$ cat src/rtl/kpd_pkg.sv
// ----------------------------------------------------------------------------
// kpd_pkg
// shared constants, types and key map of the keypad scanner
// ----------------------------------------------------------------------------
`default_nettype none

package kpd_pkg;

  localparam int NUM_COLUMNS = 4;
  localparam int NUM_ROWS    = 4;
  localparam int NUM_KEYS    = NUM_COLUMNS * NUM_ROWS;
  localparam int COUNT_WIDTH = 8;
  localparam int COL_WIDTH   = $clog2(NUM_COLUMNS);
  localparam int ROW_WIDTH   = $clog2(NUM_ROWS);
  localparam int KEY_WIDTH   = $clog2(NUM_KEYS);
  localparam int THR_WIDTH   = 8;
  localparam int CHAR_WIDTH  = 7;
  localparam int PADDR_WIDTH = 3;
  localparam int PDATA_WIDTH = 32;

  localparam logic [THR_WIDTH-1:0] THRESHOLD_RESET = 8'd2;
  localparam logic                 REG_THRESHOLD   = 1'b0;

  typedef logic [COUNT_WIDTH-1:0] count_t;

  typedef struct packed {
    logic [NUM_ROWS-1:0]          ack;
    logic [NUM_ROWS-1:0][COUNT_WIDTH-1:0] cnt;
  } column_row_t;

  localparam logic [CHAR_WIDTH-1:0] KEY_MAP [NUM_KEYS] = '{
    7'h46, 7'h42, 7'h37, 7'h33, 7'h45, 7'h41, 7'h36, 7'h32,
    7'h44, 7'h39, 7'h35, 7'h31, 7'h43, 7'h38, 7'h34, 7'h30
  };

endpackage

`default_nettype wire

$ cat src/rtl/kpd_scan_if.sv
// ----------------------------------------------------------------------------
// kpd_scan_if
// scan tick channel: row levels of the driven column
// ----------------------------------------------------------------------------
`default_nettype none

interface kpd_scan_if;
  logic                         valid;
  logic                         ready;
  logic [kpd_pkg::NUM_ROWS-1:0] row_levels;

  modport source (output valid, output row_levels, input ready);
  modport sink   (input valid, input row_levels, output ready);
endinterface

`default_nettype wire

$ cat src/rtl/kpd_key_if.sv
// ----------------------------------------------------------------------------
// kpd_key_if
// key event channel: one item per accepted key or one empty item per tick
// ----------------------------------------------------------------------------
`default_nettype none

interface kpd_key_if;
  logic                           valid;
  logic                           ready;
  logic [kpd_pkg::COL_WIDTH-1:0]  next_column;
  logic                           key_valid;
  logic [kpd_pkg::KEY_WIDTH-1:0]  key_index;
  logic [kpd_pkg::CHAR_WIDTH-1:0] key_char;
  logic                           last;

  modport source (output valid, output next_column, output key_valid, output key_index,
                  output key_char, output last, input ready);
  modport sink   (input valid, input next_column, input key_valid, input key_index,
                  input key_char, input last, output ready);
endinterface

`default_nettype wire

$ cat src/rtl/keypad_scan_debounce.sv
// ----------------------------------------------------------------------------
// keypad_scan_debounce
// 4x4 matrix keypad scanner with per-key held counters and debounce
//
//   channel  dir  handshake             payload
//   scan     in   valid/ready           row_levels
//   key      out  valid/ready           next_column key_valid key_index
//                                       key_char last
//   apb      in   psel/penable/pready   paddr pwdata prdata
//
// a scan item is read from the column memory on accept, updated and written
// back when the update stage moves on; one scan item per cycle when every tick gives one
// result and the key output is ready, otherwise the single key output sets the pace
// reset clears the column, the row valid bits and the stage valid bits and sets the threshold to 2
// a stalled key output holds the emitter, then the update stage, then scan
// ----------------------------------------------------------------------------
`default_nettype none

module keypad_scan_debounce (
  input  wire logic                             clk,
  input  wire logic                             rst,
  kpd_scan_if.sink                              scan,
  kpd_key_if.source                             key,
  input  wire logic                             psel,
  input  wire logic                             penable,
  input  wire logic                             pwrite,
  input  wire logic [kpd_pkg::PADDR_WIDTH-1:0]  paddr,
  input  wire logic [kpd_pkg::PDATA_WIDTH-1:0]  pwdata,
  output      logic [kpd_pkg::PDATA_WIDTH-1:0]  prdata,
  output      logic                             pready
);

  localparam int NR = kpd_pkg::NUM_ROWS;
  localparam int CW = kpd_pkg::COL_WIDTH;

  // configuration
  logic [kpd_pkg::THR_WIDTH-1:0] threshold;
  logic                          cfg_write;

  assign pready    = 1'b1;
  assign cfg_write = psel && penable && pwrite && (paddr[2] == kpd_pkg::REG_THRESHOLD);

  always_ff @(posedge clk) begin
    if (rst) begin
      threshold <= kpd_pkg::THRESHOLD_RESET;
    end else if (cfg_write) begin
      threshold <= pwdata[kpd_pkg::THR_WIDTH-1:0];
    end
  end

  always_comb begin
    prdata = '0;
    if (paddr[2] == kpd_pkg::REG_THRESHOLD) begin
      prdata = {{(kpd_pkg::PDATA_WIDTH-kpd_pkg::THR_WIDTH){1'b0}}, threshold};
    end
  end

  // column memory and handshake control
  kpd_pkg::column_row_t mem [kpd_pkg::NUM_COLUMNS];
  kpd_pkg::column_row_t rd_data;
  kpd_pkg::column_row_t wr_data;
  logic [kpd_pkg::NUM_COLUMNS-1:0] row_valid;

  logic [CW-1:0] scan_column;
  logic          s1_valid;
  logic [CW-1:0] s1_col;
  logic [NR-1:0] s1_rows;
  logic          s1_rdv;
  logic          s1_move;
  logic          scan_accept;

  logic          em_valid;
  logic [NR-1:0] em_mask;
  logic [CW-1:0] em_col;
  logic [CW-1:0] em_next;
  logic [NR-1:0] em_first;
  logic [NR-1:0] em_rest;
  logic          em_done;
  logic          key_accept;
  logic [NR-1:0] events;

  assign key_accept  = key.valid && key.ready;
  assign em_done     = key_accept && key.last;
  assign s1_move     = s1_valid && (!em_valid || em_done);
  assign scan.ready  = !s1_valid || s1_move;
  assign scan_accept = scan.valid && scan.ready;

  always_ff @(posedge clk) begin
    if (scan_accept) begin
      rd_data <= mem[scan_column];
    end
    if (s1_move) begin
      mem[s1_col] <= wr_data;
    end
  end

  always_ff @(posedge clk) begin
    if (rst) begin
      scan_column <= '0;
      s1_valid    <= 1'b0;
      row_valid   <= '0;
      em_valid    <= 1'b0;
    end else begin
      if (scan_accept) begin
        scan_column <= scan_column + 1'b1;
      end
      if (scan_accept) begin
        s1_valid <= 1'b1;
      end else if (s1_move) begin
        s1_valid <= 1'b0;
      end
      if (s1_move) begin
        row_valid[s1_col] <= 1'b1;
      end
      if (s1_move) begin
        em_valid <= 1'b1;
      end else if (em_done) begin
        em_valid <= 1'b0;
      end
    end
  end

  always_ff @(posedge clk) begin
    if (scan_accept) begin
      s1_col  <= scan_column;
      s1_rows <= scan.row_levels;
      s1_rdv  <= row_valid[scan_column];
    end
    if (s1_move) begin
      em_mask <= events;
      em_col  <= s1_col;
      em_next <= s1_col + 1'b1;
    end else if (key_accept) begin
      em_mask <= em_rest;
    end
  end

  // per-key counter update
  always_comb begin
    kpd_pkg::count_t old_cnt;
    kpd_pkg::count_t new_cnt;
    logic            old_ack;
    logic            over;
    wr_data = '0;
    events  = '0;
    for (int r = 0; r < NR; r++) begin
      old_cnt = s1_rdv ? rd_data.cnt[r] : '0;
      old_ack = s1_rdv ? rd_data.ack[r] : 1'b0;
      if (s1_rows[r]) begin
        new_cnt = '0;
      end else if (old_cnt != '1) begin
        new_cnt = old_cnt + 1'b1;
      end else begin
        new_cnt = old_cnt;
      end
      over             = new_cnt > threshold;
      wr_data.cnt[r]   = new_cnt;
      wr_data.ack[r]   = over;
      events[r]        = over && !old_ack;
    end
  end

  // result emitter
  logic [kpd_pkg::ROW_WIDTH-1:0] first_row;

  always_comb begin
    em_first  = em_mask & (~em_mask + 1'b1);
    em_rest   = em_mask & ~em_first;
    first_row = '0;
    for (int r = NR - 1; r >= 0; r--) begin
      if (em_mask[r]) begin
        first_row = r[kpd_pkg::ROW_WIDTH-1:0];
      end
    end
  end

  logic [kpd_pkg::KEY_WIDTH-1:0] first_key;
  assign first_key = {em_col, first_row};

  assign key.valid       = em_valid;
  assign key.next_column = em_next;
  assign key.key_valid   = em_mask != '0;
  assign key.key_index   = (em_mask != '0) ? first_key : '0;
  assign key.key_char    = (em_mask != '0) ? kpd_pkg::KEY_MAP[first_key] : '0;
  assign key.last        = em_rest == '0;

  // checks
  a_no_same_row: assert property (@(posedge clk) disable iff (rst)
    (s1_move && scan_accept) |-> (s1_col != scan_column))
    else $error("write-back and read hit the same column");

  a_emitter_refill: assert property (@(posedge clk) disable iff (rst)
    em_done |=> (em_valid == $past(s1_valid)))
    else $error("emitter not refilled from update stage");

  a_column_hold: assert property (@(posedge clk) disable iff (rst)
    !scan_accept |=> $stable(scan_column))
    else $error("column moved without a scan item");

  a_next_column: assert property (@(posedge clk) disable iff (rst)
    em_valid |-> (em_next == em_col + 1'b1))
    else $error("next column out of step with emitter column");

endmodule

`default_nettype wire
$ cat src/flat_wrapper.sv
// flat-port wrapper written by rule: the top's interface ports become plain ports
module keypad_scan_debounce_flat 
  (clk, rst, psel, penable, pwrite, paddr, pwdata, prdata, pready, scan_valid, scan_row_levels, scan_ready, key_valid, key_next_column, key_key_valid, key_key_index, key_key_char, key_last, key_ready);
  kpd_scan_if scan_i ();
  kpd_key_if key_i ();
  input  wire logic clk;
  input  wire logic rst;
  input  wire logic psel;
  input  wire logic penable;
  input  wire logic pwrite;
  input  wire logic [kpd_pkg::PADDR_WIDTH-1:0] paddr;
  input  wire logic [kpd_pkg::PDATA_WIDTH-1:0] pwdata;
  output      logic [kpd_pkg::PDATA_WIDTH-1:0] prdata;
  output      logic pready;
  input wire logic [$bits(scan_i.valid)-1:0] scan_valid;
  input wire logic [$bits(scan_i.row_levels)-1:0] scan_row_levels;
  output wire logic [$bits(scan_i.ready)-1:0] scan_ready;
  output wire logic [$bits(key_i.valid)-1:0] key_valid;
  output wire logic [$bits(key_i.next_column)-1:0] key_next_column;
  output wire logic [$bits(key_i.key_valid)-1:0] key_key_valid;
  output wire logic [$bits(key_i.key_index)-1:0] key_key_index;
  output wire logic [$bits(key_i.key_char)-1:0] key_key_char;
  output wire logic [$bits(key_i.last)-1:0] key_last;
  input wire logic [$bits(key_i.ready)-1:0] key_ready;
  assign scan_i.valid = scan_valid;
  assign scan_i.row_levels = scan_row_levels;
  assign scan_ready = scan_i.ready;
  assign key_valid = key_i.valid;
  assign key_next_column = key_i.next_column;
  assign key_key_valid = key_i.key_valid;
  assign key_key_index = key_i.key_index;
  assign key_key_char = key_i.key_char;
  assign key_last = key_i.last;
  assign key_i.ready = key_ready;
  keypad_scan_debounce u_core (.clk(clk), .rst(rst), .scan(scan_i), .key(key_i), .psel(psel), .penable(penable), .pwrite(pwrite), .paddr(paddr), .pwdata(pwdata), .prdata(prdata), .pready(pready));
endmodule
$ cat config.mk
export PLATFORM = sky130hd
export DESIGN_NAME = keypad_scan_debounce_flat
export DESIGN_NICKNAME = d
export VERILOG_FILES = /design/src/rtl/kpd_pkg.sv /design/src/rtl/kpd_scan_if.sv /design/src/rtl/kpd_key_if.sv /design/src/rtl/keypad_scan_debounce.sv /design/src/flat_wrapper.sv
export SDC_FILE = /design/constraint.sdc
export NUM_CORES = 1
export LEC_CHECK = 0
export ABC_AREA = 1
export ABC_CLOCK_PERIOD_IN_PS = 4030
export BUFFER_PORTS_ARGS = -buffer_cell sky130_fd_sc_hd__buf_2
export CAP_MARGIN = 20
export CORE_ASPECT_RATIO = 1.1
export CORE_MARGIN = 2
export CORE_UTILIZATION = 45
export CTS_CLUSTER_SIZE = 20
export DETAILED_ROUTE_END_ITERATION = 8
export REMOVE_ABC_BUFFERS = 1
export SYNTH_ARGS = -nofsm -noshare
export SYNTH_HDL_FRONTEND = slang
export SYNTH_SLANG_ARGS = --single-unit
$ cat constraint.sdc
create_clock -name clk -period 4.03 [get_ports clk]
set_input_delay 0 -clock clk [delete_from_list [all_inputs] [get_ports clk]]
set_output_delay 0 -clock clk [all_outputs]
set_load 0.05 [all_outputs]
Word level (Yosys, flattened, before mapping) --
Memories as Yosys holds them, arrays and structs flattened. A register that Yosys moved wholly into a read port is not among the register bits. Index checks and enable logic that the tools add are counted.
Storage, ports and cells: output and inout bits 50, ROM bits 112, bits in registers 31, word-level logic and storage cells 101, input port bits 46, memories 2, bits in writable memories 144
Cells by class: eq/ne operators 4, multiplexer cells 37, add/subtract/negate cells 7, reduce and logical (&&, ||, !) cells 25, $lt $le $gt $ge 8, bitwise logic cells 7
Memory list:
- u_core.mem | words 4, width 36, rd ports 1, clocked after memory_dff 1, write ports 1, line keypad_scan_debounce.sv:59 | kpd_pkg::column_row_t mem [kpd_pkg::NUM_COLUMNS];
- (no name shown) | words 16, width 7, rd ports 1, clocked after memory_dff 0, write ports 0, line keypad_scan_debounce.sv:184 | assign key.key_char = (em_mask != '0) ? kpd_pkg::KEY_MAP[first_key] : '0;
Operators with widths (count):
- 8-bit 2-to-1 mux | 13
- 8-bit by 1-bit adder with 8-bit output, second input constant | 4
- 8-bit > comparator | 4
- 8-bit inequality test, second input constant | 4
- 7-bit 2-to-1 mux | 3
- 1-bit logical AND | 12
- 1-bit 2-to-1 mux | 12
- 4-bit 2-to-1 mux | 3
- 4-bit AND | 2
- 2-bit 2-to-1 mux | 4
- 4-bit NOT | 2
- 1-bit logical NOT | 6
- 2-bit by 3-bit < comparator with 1-bit output, second input constant | 2
- 2-bit nonzero test | 3
- 5-bit greater-or-equal comparator, second input constant | 1
- 4-bit NOT with 5-bit output | 1
- 2-bit by 1-bit adder with 2-bit output, second input constant | 2
- 4-bit by 1-bit adder with 4-bit output, second input constant | 1
- 4-bit logical NOT | 1
- 4-bit bitwise OR | 1
- 4-bit nonzero test | 1
- 1-bit binary-select mux with 2-bit select | 1
- 1-bit demux with 2-bit select | 1
- 2-bit by 1-bit greater-or-equal comparator with 1-bit output, second input constant | 1
- other kinds (2) | 3

Depth between registers and ports, before layout --
Gate-level depths: netlist of run 1.
word-level depth 12, gate-level depth with buffers 21, mapped depth without buffers 19

Least setup slack after synthesis of run 1 --
No wires, ideal clock.
kind register to output, start register u_core.em_mask[2], end output port key_key_char[5], data required time 4.030 ns, setup slack 0.825 ns, data arrival time 3.205 ns, cell stages (with the launch flop) 7, path buffers 1, cells stage by stage edfxtp_1 > inv_1 > nand2_1 > a21oi_1 > a21oi_1 > nor2_1 > buf_4
Between the ends: cells in the longest elaborated chain, start to end 8, elaborated cells between the ends (all ways) 9, classes of those cells 6 x mux; 1 x bitwise; 1 x reduce/logical; 1 x memory
Ends and longest elaborated chain:
- start, declared | line keypad_scan_debounce.sv:73 | logic [NR-1:0] em_mask;
- start signal, assigned | line keypad_scan_debounce.sv:130 | em_mask <= events;
- start signal, assigned | line keypad_scan_debounce.sv:134 | em_mask <= em_rest;
- 2-bit 2-to-1 mux (3 in series) | line keypad_scan_debounce.sv:171 | if (em_mask[r]) begin
- 4-bit NOT with 5-bit output (not written as such) | line keypad_scan_debounce.sv:184
- memory 16 x 7 bit
- 7-bit 2-to-1 mux (not written as such) (2 in series) | line keypad_scan_debounce.sv:184
- 7-bit 2-to-1 mux (*) | line keypad_scan_debounce.sv:184
- end, declared | line flat_wrapper.sv:22 | output wire logic [$bits(key_i.key_char)-1:0] key_key_char;
Every way passes the cells marked *; elsewhere a longest branch is shown, timed or not. The select of a mux whose other input is x is not followed.

==> impl_results.md, run 1 <==
- Post-Place Cells: 1195
- Core ar.: 21200 sq um
- Synth cell types: 40
- Asr flop ratio synth: 0
- Total Die Area: 22800 sq um
- Initial core utilization: 0.458
- Worst Path Required: 4390 ps
- Post-Synth Adder-Cell Area: 0.0528
- Post-synthesis compound-gate area fraction: 0.112
- Final setup fails: 0
- Worst hold stages: 3
- Post-Synth XOR/XNOR Area: 0.0108
- WP data arrival: 4010 ps
- Pwr Density: 458 nW/um^2
- Worst setup margin: 380 ps
- Worst-path cell chain: buf_12 -> nand2_1 -> inv_1 -> ha_1 -> inv_1 -> nor3_4 -> nand3_2 -> inv_2 -> nor3_1 -> nor3_1 -> ha_1 -> nand2_1 -> inv_1 -> nand4_1 -> a21boi_0 -> nand3_1 -> nand2_1
- Min-delay src: pwrite
- TritonCTS clock tree: yes
- Worst VDD drop: 0.268 mV
- Top delay family on crit path: simple AND/OR/NAND/NOR gates
- Final Hold Fails: 0
- Resize count post-CTS: 0
- CP Class: reg -> reg
- Combinational family with the most area after synthesis: simple AND/OR/NAND/NOR gates
- Worst Setup Start Kind: flop
- Final Skew: 13.2 ps
- Mux contribution to synthesized area: 0
- Initial antenna violation count: 0
- Vias in the first global route: 5973
- Die height: 158 um
- Worst reg2reg path depth: 17
- Antenna Nets Post-Route: 0
- Min Clock Period, post-route: 3650 ps
- EDFF count, synth: 195
- Share of the synthesized area in the top cell type: 0.602
- Crit-path slowest cell: edfxtp_1
- Port Buf Inserts: 44
- H-tree depth: 1
- Layout Utilization: 0.516
- Final Cycle Share: 0.906
- Slowest Stage Delay on Critical Path: 590 ps
- Final count of pins violating max slew: 0
- Via count: 6458
- Fillers: 1888
- Width of the die: 144 um
- Core Rows: 56
- Register bit count reported by yosys: 211
- Cell taking the most area after synthesis: edfxtp_1
- Detailed Place HPWL: 12600 um
- Drt pass-1 iters: 5
- IO Pins: 96
- Lkg Pwr: 0.00424 uW
- Largest net degree at the start of global routing: 77
- Post-route DRC: 0
- F_max: 0.274 GHz
- Sink Count: 211
- Setup slack, reg-to-reg: 380 ps
- Diode count: 0
- Crit Reg-Reg Startpoint: u_core.s1_rdv
- Mean post-synth cell area: 11.1 sq um
- Crit path depth: 17
- Finished Layout Cells: 1246
- Slew @ Worst Pin: 966 ps
- Remaining global-route overflow: 0
- Worst skew pair latency: 500 ps
- CTS root buffer: clkbuf_16
- Hold Crit Class: in -> reg
- Outcome: finished, final reports clean
- GRT Util Overall: 0.187
- Area Growth Syn to Fin: 12.7%
- Clock buffer depth: 3
- Total routed wirelength: 21100 um
- Cell count after synthesis: 879
- Clk slew on worst S/H paths: 60 ps
- Synth Flop Type: edfxtp_1
- Relative max-transition margin: 0.355
- Num CTS Buffers: 21
- DR WL/cell: 16.9 um
- Ys Warns: 0
- RSZ-0062 raised after global routing: no
- CP Max Fanout: 27
- Routability congestion estimate: 0.802
- Synth top area cells: edfxtp_1 60%, ha_1 5.3%, o21ai_0 4.6%
- Cell Area, Synth: 9720 sq um
- Overall Power: 5020 uW
- Initial drt markers: 428
- Layout Nets: 1030
- Final TNS setup: 0 ps
- Pre-CTS setup slack: 446 ps
- Crit path buffers/inverters: 5
- Crit path from: u_core.s1_rdv
- Critical path endpoint category: flop
- Synthesized-area fraction occupied by and/or/nand/nor cells: 0.124
- Sequential area share after synthesis: 0.635
- Max-Cap Viols: 0
- Via density: 5.18
- Global-route wire length before repair: 32400 um
- Layout cell share with drive strength beyond 1: 0.116
cell usage in the layout, fill, tap and decap left out, types with 3 or more instances in the layout:
cell type / n
conb_1: 25
nand3_1: 24
clkbuf_1: 9
nor2_2: 7
xor2_1: 9
o21bai_1: 3
dfxtp_1: 15
ha_1: 41
nor3_1: 10
nand4_1: 8
edfxtp_1: 195
a21oi_1: 55
nand2_1: 95
o21ai_0: 90
a21boi_0: 3
inv_1: 72
clkbuf_16: 21
nor2_1: 119
buf_2: 44
o22ai_1: 36
clkinv_1: 5
o21a_1: 4
xnor2_1: 3
inv_2: 5
dlygate4sd3_1: 15
a211oi_1: 5
nand2_2: 7
buf_4: 15
worst paths after layout:
| check | end |
|---|---|
| max | u_core.em_mask[1] |
| min | u_core.threshold[0] |
| max reg2reg | u_core.em_mask[1] |
| min reg2reg | u_core.row_valid[3] |
cell usage after synthesis, types with 2 or more instances:
library cell  number
edfxtp_1         195
nor2_1           119
nand2_1           95
o21ai_0           90
inv_1             74
a21oi_1           55
ha_1              41
o22ai_1           36
buf_4             27
nand3_1           24
clkbuf_1          22
dfxtp_1           16
nor3_1            10
xor2_1             9
nand4_1            8
nand2_2            7
nor2_2             7
buf_2              6
a211oi_1           5
o21a_1             4
a21boi_0           3
inv_2              3
o21bai_1           3
xnor2_1            3
conb_1             2
report_power, final:
part / leakage, uW / internal, uW / switching, uW
Sequential: 0.00196 / 2530 / 48.9
Clock: 0.000291 / 1020 / 758
Combinational: 0.00199 / 180 / 480
Total: 0.00424 / 3730 / 1290
routing by layer:
layer	wire, um	share of wire	track usage	vias to the layer above
li1	-	-	-	3176
met5	0	0	0	-
met1	9400	0.45	0.243	3142
met4	403	0.019	0.0504	0
met3	761	0.036	0.0239	24
met2	10500	0.50	0.329	116
worst min-delay path: stages:
cell and delay [ps]:
buf_2 100, nand3_1 410, a21oi_1 130
layout make-up:
cell class	instances	area, sq um	area share
flip-flops and latches	211	6180	0.564
multi-input cells	557	3010	0.275
clock buffers	30	559	0.0511
repair buffers	75	503	0.0459
well taps	290	363	0.0331
inverters	77	289	0.0264
clock inverters	6	48.8	0.00446
state kept, by name, indices dropped and copies added (netlist names):
| signal | count |
|---|---|
| u_core.s1_rows | 4 |
| u_core.threshold | 8 |
| u_core.em_col | 2 |
| u_core.rd_data | 36 |
| u_core.s1_col | 2 |
| u_core.s1_valid | 1 |
| u_core.em_mask | 4 |
| u_core.key.next_column | 2 |
| u_core.s1_rdv | 1 |
| u_core.mem | 144 |
| u_core.scan_column | 2 |
| u_core.key.valid | 1 |
| u_core.row_valid | 4 |
metrics by stage:
stage | instance area, sq um | hold slack [ps]
floorplan | 9480 | 69.1
global placement | 10200 | 179
detailed placement | 10200 | 178
CTS | 11000 | 187
global route | 11000 | 214
finish | 11000 | 195
logic make-up (layout without fill, tap and decap cells):
logic type,after synthesis,after routing
flip-flops,211,211
AND/OR/NAND/NOR,279,279
XOR/XNOR,12,12
adder cells (fa/ha/maj),41,41
buffers and inverters,134,188
AO/OA/AOI/OAI,200,200
other,2,25
timing repair:
action / in CTS / in global routing
hold endpoints to repair: 20 / 0
hold buffers: 15 / 0
setup buffers: 0 / 0
Power figures use the tool's default switching activity.
==> run 2, diff against run 1 <==
- CELL_PAD_IN_SITES_DETAIL_PLACEMENT: not set -> 1
- CELL_PAD_IN_SITES_GLOBAL_PLACEMENT: not set -> 2
- CORE_UTILIZATION: 45 -> 39
- PLACE_DENSITY_LB_ADDON: not set -> 0.1
==> impl_results.md, run 2 (same netlist as run 1, synthesis figures left out) <==
- Overall Power: 5180 uW
- M1 GR Usage: 0.232
- DR WL/cell: 19.6 um
- Gr busiest metal: met2
- Post-route DRC: 0
- WP data arrival: 3910 ps
- Final setup fails: 0
- Met3 usage in global routing: 0.0268
- Crit Reg-Reg Startpoint: u_core.s1_rdv
- Hold Crit Class: in -> reg
- Core Rows: 60
- Port Buf Inserts: 44
- F_max: 0.283 GHz
- Total Die Area: 26200 sq um
- Area Growth Syn to Fin: 13.3%
- Slew @ Worst Pin: 924 ps
- Total routed wirelength: 24800 um
- Initial core utilization: 0.397
- Hold endpoint: u_core.s1_rows[1]
- Final TNS setup: 0 ps
- Initial drt markers: 291
- Final Skew: 8.32 ps
- Core ar.: 24500 sq um
- Final non-filler cell area: 11000 sq um
- Clk slew on worst S/H paths: 60 ps
- Fillers: 2662
- Min-delay src: scan_row_levels[1]
- Final Hold Fails: 0
- Min Clock Period, post-route: 3540 ps
- IO Pins: 96
- Worst Path Required: 4400 ps
- Width of the die: 155 um
- Die height: 170 um
- Met2 Usage GRT: 0.352
- Final count of pins violating max slew: 0
- Pwr Density: 471 nW/um^2
- Drt pass-1 iters: 5
- TritonCTS clock tree: yes
- Top delay family on crit path: simple AND/OR/NAND/NOR gates
- Diode count: 0
- Remaining global-route overflow: 0
- Worst-path cell chain: buf_12 -> nand2_1 -> inv_1 -> ha_1 -> inv_1 -> nor3_4 -> nand3_2 -> inv_2 -> nor3_1 -> nor3_1 -> ha_1 -> nand2_1 -> inv_1 -> nand4_1 -> a21boi_1 -> nand3_1 -> nand2_1
- GRT Util Overall: 0.190
- Critical path endpoint category: flop
- Crit-path slowest cell: nor3_1
- Worst skew pair latency: 500 ps
- Via count: 6526
- Crit path buffers/inverters: 5
- Top flop regs: u_core.mem (144), u_core.rd_data (36), u_core.threshold (8)
- Worst reg2reg path depth: 17
- Register name with the most flops: u_core.mem
- Worst Setup Start Kind: flop
- Relative max-transition margin: 0.383
- Lkg Pwr: 0.00426 uW
- Max-Cap Viols: 0
- Detailed Place HPWL: 15300 um
- Layout Nets: 1028
- CP Max Fanout: 42
- Antenna Nets Post-Route: 0
- Global-route wire length before repair: 38300 um
- Hold_ws: 208 ps
- Max FFs per register: 144
- RSZ-0062 raised after global routing: no
- Layout cell share with drive strength beyond 1: 0.118
- Vias in the first global route: 6990
- Via density: 5.15
- Layout Utilization: 0.450
- Post-CTS setup buffer count: 0
- Initial antenna violation count: 0
- Dpl cell area: 10200 sq um
- H-tree depth: 1
- Largest net degree at the start of global routing: 77
- Most frequent cells in the layout: 195 x edfxtp_1, 119 x nor2_1, 95 x nand2_1
- Slowest Stage Delay on Critical Path: 510 ps
- Reg-to-reg endpoint: u_core.em_mask[1]
- CP Class: reg -> reg
- Worst VDD drop: 0.361 mV
- Final Cycle Share: 0.878
- Sink Count: 211
- CTS root buffer: clkbuf_16
- Routability congestion estimate: 0.770
- Clock buffer depth: 3
- Outcome: finished, final reports clean
- Worst hold stages: 2
- Num CTS Buffers: 23
- Setup slack, reg-to-reg: 490 ps
- Commonest non-fill, non-tap cell in the layout: edfxtp_1
-- run 2: area by class of cell --
cell class / count / area [sq um] / area share
clock buffers: 33 / 623 / 0.0566
clock inverters: 7 / 56.3 / 0.00511
inverters: 77 / 289 / 0.0262
multi-input cells: 557 / 3010 / 0.273
flip-flops and latches: 211 / 6180 / 0.561
well taps: 310 / 388 / 0.0352
repair buffers: 71 / 473 / 0.0429
-- run 2: timing repair --
item,in CTS,in global routing
endpoints found under the hold margin,20,0
endpoints found under the setup margin,0,1
hold buffers,15,0
resized for setup,0,1
-- run 2: worst max path at each step --
stage | from | to | slack (ps) | cells past startpoint
final | u_core.s1_rdv | u_core.em_mask[1] | 490 | 17
after global routing | u_core.s1_rdv | u_core.em_mask[3] | 60 | 20
after CTS | u_core.s1_rdv | u_core.em_mask[1] | 230 | 17
after detailed placement | u_core.s1_rdv | u_core.em_mask[1] | 260 | 17
after global placement | u_core.s1_rdv | u_core.em_mask[1] | 490 | 17
after floorplan | u_core.s1_rdv | u_core.em_mask[1] | 580 | 16
-- run 2: worst register-to-register path, stage by stage, from the launching register on --
cell,delay [ps]
edfxtp_1,370
buf_12,250
nand2_1,140
inv_1,130
ha_1,200
inv_1,90
nor3_4,220
nand3_2,190
inv_2,120
nor3_1,50
nor3_1,510
ha_1,340
nand2_1,60
inv_1,50
nand4_1,90
a21boi_1,400
nand3_1,130
nand2_1,80
-- run 2: per-layer routing --
layer,routed length (um),vias to the layer above
met5,0,-
met2,12800,83
met1,10600,3245
met3,929,35
li1,-,3163
met4,511,0
-- run 2: power breakdown --
group / switching, uW / leakage [uW] / internal, uW / total [uW]
Combinational: 502 / 0.00197 / 174 / 676
Sequential: 47.5 / 0.00196 / 2530 / 2580
Clock: 800 / 0.000332 / 1130 / 1930
Total: 1350 / 0.00426 / 3840 / 5180
-- run 2: through the flow --
stage	worst slack (ps)	cells
2_1_floorplan	579	845
3_3_place_gp	487	1211
3_5_place_dp	258	1211
4_1_cts	234	1266
5_1_grt	55.4	1266
6_report	491	1266
==> run 3, diff against run 2 <==
- MAX_ROUTING_LAYER: not set -> met4
- PLACE_DENSITY: not set -> 0.83
- PLACE_DENSITY_LB_ADDON: 0.1 -> not set
==> impl_results.md, run 3 (same netlist as run 1, synthesis figures left out) <==
- Via count: 6440
- Critical path endpoint category: flop
- Reg-to-reg endpoint: u_core.em_mask[3]
- Crit path depth: 15
- Setup slack, reg-to-reg: 330 ps
- Max-Cap Viols: 0
- Worst Path Required: 4410 ps
- Core ar.: 24500 sq um
- Clk slew on worst S/H paths: 60 ps
- Final Skew: 21.9 ps
- Remaining global-route overflow: 0
- CP Class: reg -> reg
- Relative max-transition margin: 0.407
- Max FFs per register: 144
- Routability congestion estimate: 0.758
- Initial core utilization: 0.397
- Top flop regs: u_core.mem (144), u_core.rd_data (36), u_core.threshold (8)
- IO Pins: 96
- RSZ-0062 raised after global routing: no
- Final Hold Fails: 0
- Final TNS setup: 0 ps
- Layout cell share with drive strength beyond 1: 0.126
- GRT Util Overall: 0.182
- Antenna Nets Post-Route: 0
- Port Buf Inserts: 44
- Worst-path cell chain: buf_4 -> nand2_2 -> inv_1 -> ha_1 -> inv_1 -> nor3_2 -> nand2_1 -> a211oi_1 -> ha_1 -> nand2_1 -> nor2_1 -> nand4_1 -> a21boi_0 -> nand3_1 -> nand2_1
- Final count of pins violating max slew: 0
- Clock buffer depth: 3
- Total routed wirelength: 22800 um
- Width of the die: 155 um
- CTS root buffer: clkbuf_16
- Lkg Pwr: 0.00434 uW
- H-tree depth: 1
- Crit path top cell by count: nand2_1
- Crit Reg-Reg Startpoint: u_core.s1_rdv
- Crit path buffers/inverters: 3
- Total Die Area: 26200 sq um
- Min-delay src: key_ready
- Min Clock Period, post-route: 3700 ps
- Initial drt markers: 356
- Hold_ws: 40.5 ps
- Worst Setup Start Kind: flop
- Hold Crit Class: in -> reg
- Overall Power: 5430 uW
- Worst hold stages: 3
- Most frequent cells in the layout: 195 x edfxtp_1, 119 x nor2_1, 95 x nand2_1
- Worst skew pair latency: 520 ps
- TritonCTS clock tree: yes
- Final Cycle Share: 0.917
- Slew @ Worst Pin: 884 ps
- Slowest Stage Delay on Critical Path: 760 ps
- DR WL/cell: 18.0 um
- Register name with the most flops: u_core.mem
- Post-route DRC: 0
- Area Growth Syn to Fin: 14.8%
- Worst VDD drop: 0.349 mV
- Detailed Place HPWL: 14000 um
- F_max: 0.270 GHz
- Outcome: finished, final reports clean
- Via density: 5.07
- Largest net degree at the start of global routing: 77
- Initial antenna violation count: 0
- Pwr Density: 487 nW/um^2
- Worst reg2reg path depth: 15
- Sink Count: 211
- Vias in the first global route: 6860
- Hold endpoint: u_core.em_mask[1]
- Core Rows: 60
- Final setup fails: 0
- WP data arrival: 4080 ps
- Global-route wire length before repair: 36400 um
- Commonest non-fill, non-tap cell in the layout: edfxtp_1
- Drt pass-1 iters: 4
- Layout Nets: 1031
- Top delay family on crit path: compound AO/OA/AOI/OAI gates
- Num CTS Buffers: 24
- Crit-path slowest cell: a211oi_1
- CP Max Fanout: 17
- Die height: 170 um
- Diode count: 0
## run 3: cell types whose count changed in the layout (fill, tap and decap cells not counted), sizes merged
cell / change
buf: +2
bufinv: +2
clkbuf: +1
## run 3: power by group
part | internal (uW) | total [uW] | switching, uW
Combinational | 175 | 665 | 491
Sequential | 2530 | 2580 | 48.6
Clock | 1360 | 2190 | 829
Total | 4070 | 5430 | 1370
## run 3: layout make-up
| class | instances | area [sq um] |
|---|---|---|
| clock buffer | 34 | 679 |
| clock inverter | 9 | 121 |
| fill | 2672 | 13300 |
| inverter | 77 | 289 |
| multi-input combinational | 557 | 3010 |
| sequential | 211 | 6180 |
| tap | 310 | 388 |
| timing repair buffer | 73 | 488 |
## run 3: through the flow
stage               cells  worst slack, ps  area [sq um]   util
floorplan             845              579          9480      -
global placement     1213              436         10200  0.417
detailed placement   1213              303         10200  0.417
CTS                  1271              304         11200  0.456
global route         1271             71.5         11200  0.456
finish               1271              333         11200  0.456
## run 3: worst max path at each step
stage,from,endpoint,slack [ps]
after CTS,u_core.s1_rdv,u_core.em_mask[2],300
after global placement,u_core.s1_rdv,u_core.em_mask[1],440
after detailed placement,u_core.s1_rdv,u_core.em_mask[2],300
final,u_core.s1_rdv,u_core.em_mask[3],330
after floorplan,u_core.s1_rdv,u_core.em_mask[1],580
after global routing,u_core.s1_rdv,u_core.em_mask[1],70
## run 3: timing repair
item                                   CTS  global route
hold buffers                            15             0
gates resized for setup                  0             1
buffers inserted                         0             0
endpoints found under the hold margin   20             0
setup endpoints to repair                0             1
## run 3: routing by layer
metal | track usage | vias up | wire length, um
li1 | - | 3174 | -
met1 | 0.223 | 3124 | 10200
met2 | 0.321 | 106 | 11400
met3 | 0.0204 | 36 | 759
met4 | 0.0515 | 0 | 431
met5 | - | - | 0
## run 3: worst min-delay path, cell delays in order
cell and delay, ps:
buf_2 90, nand2_1 40, o21ai_0 230
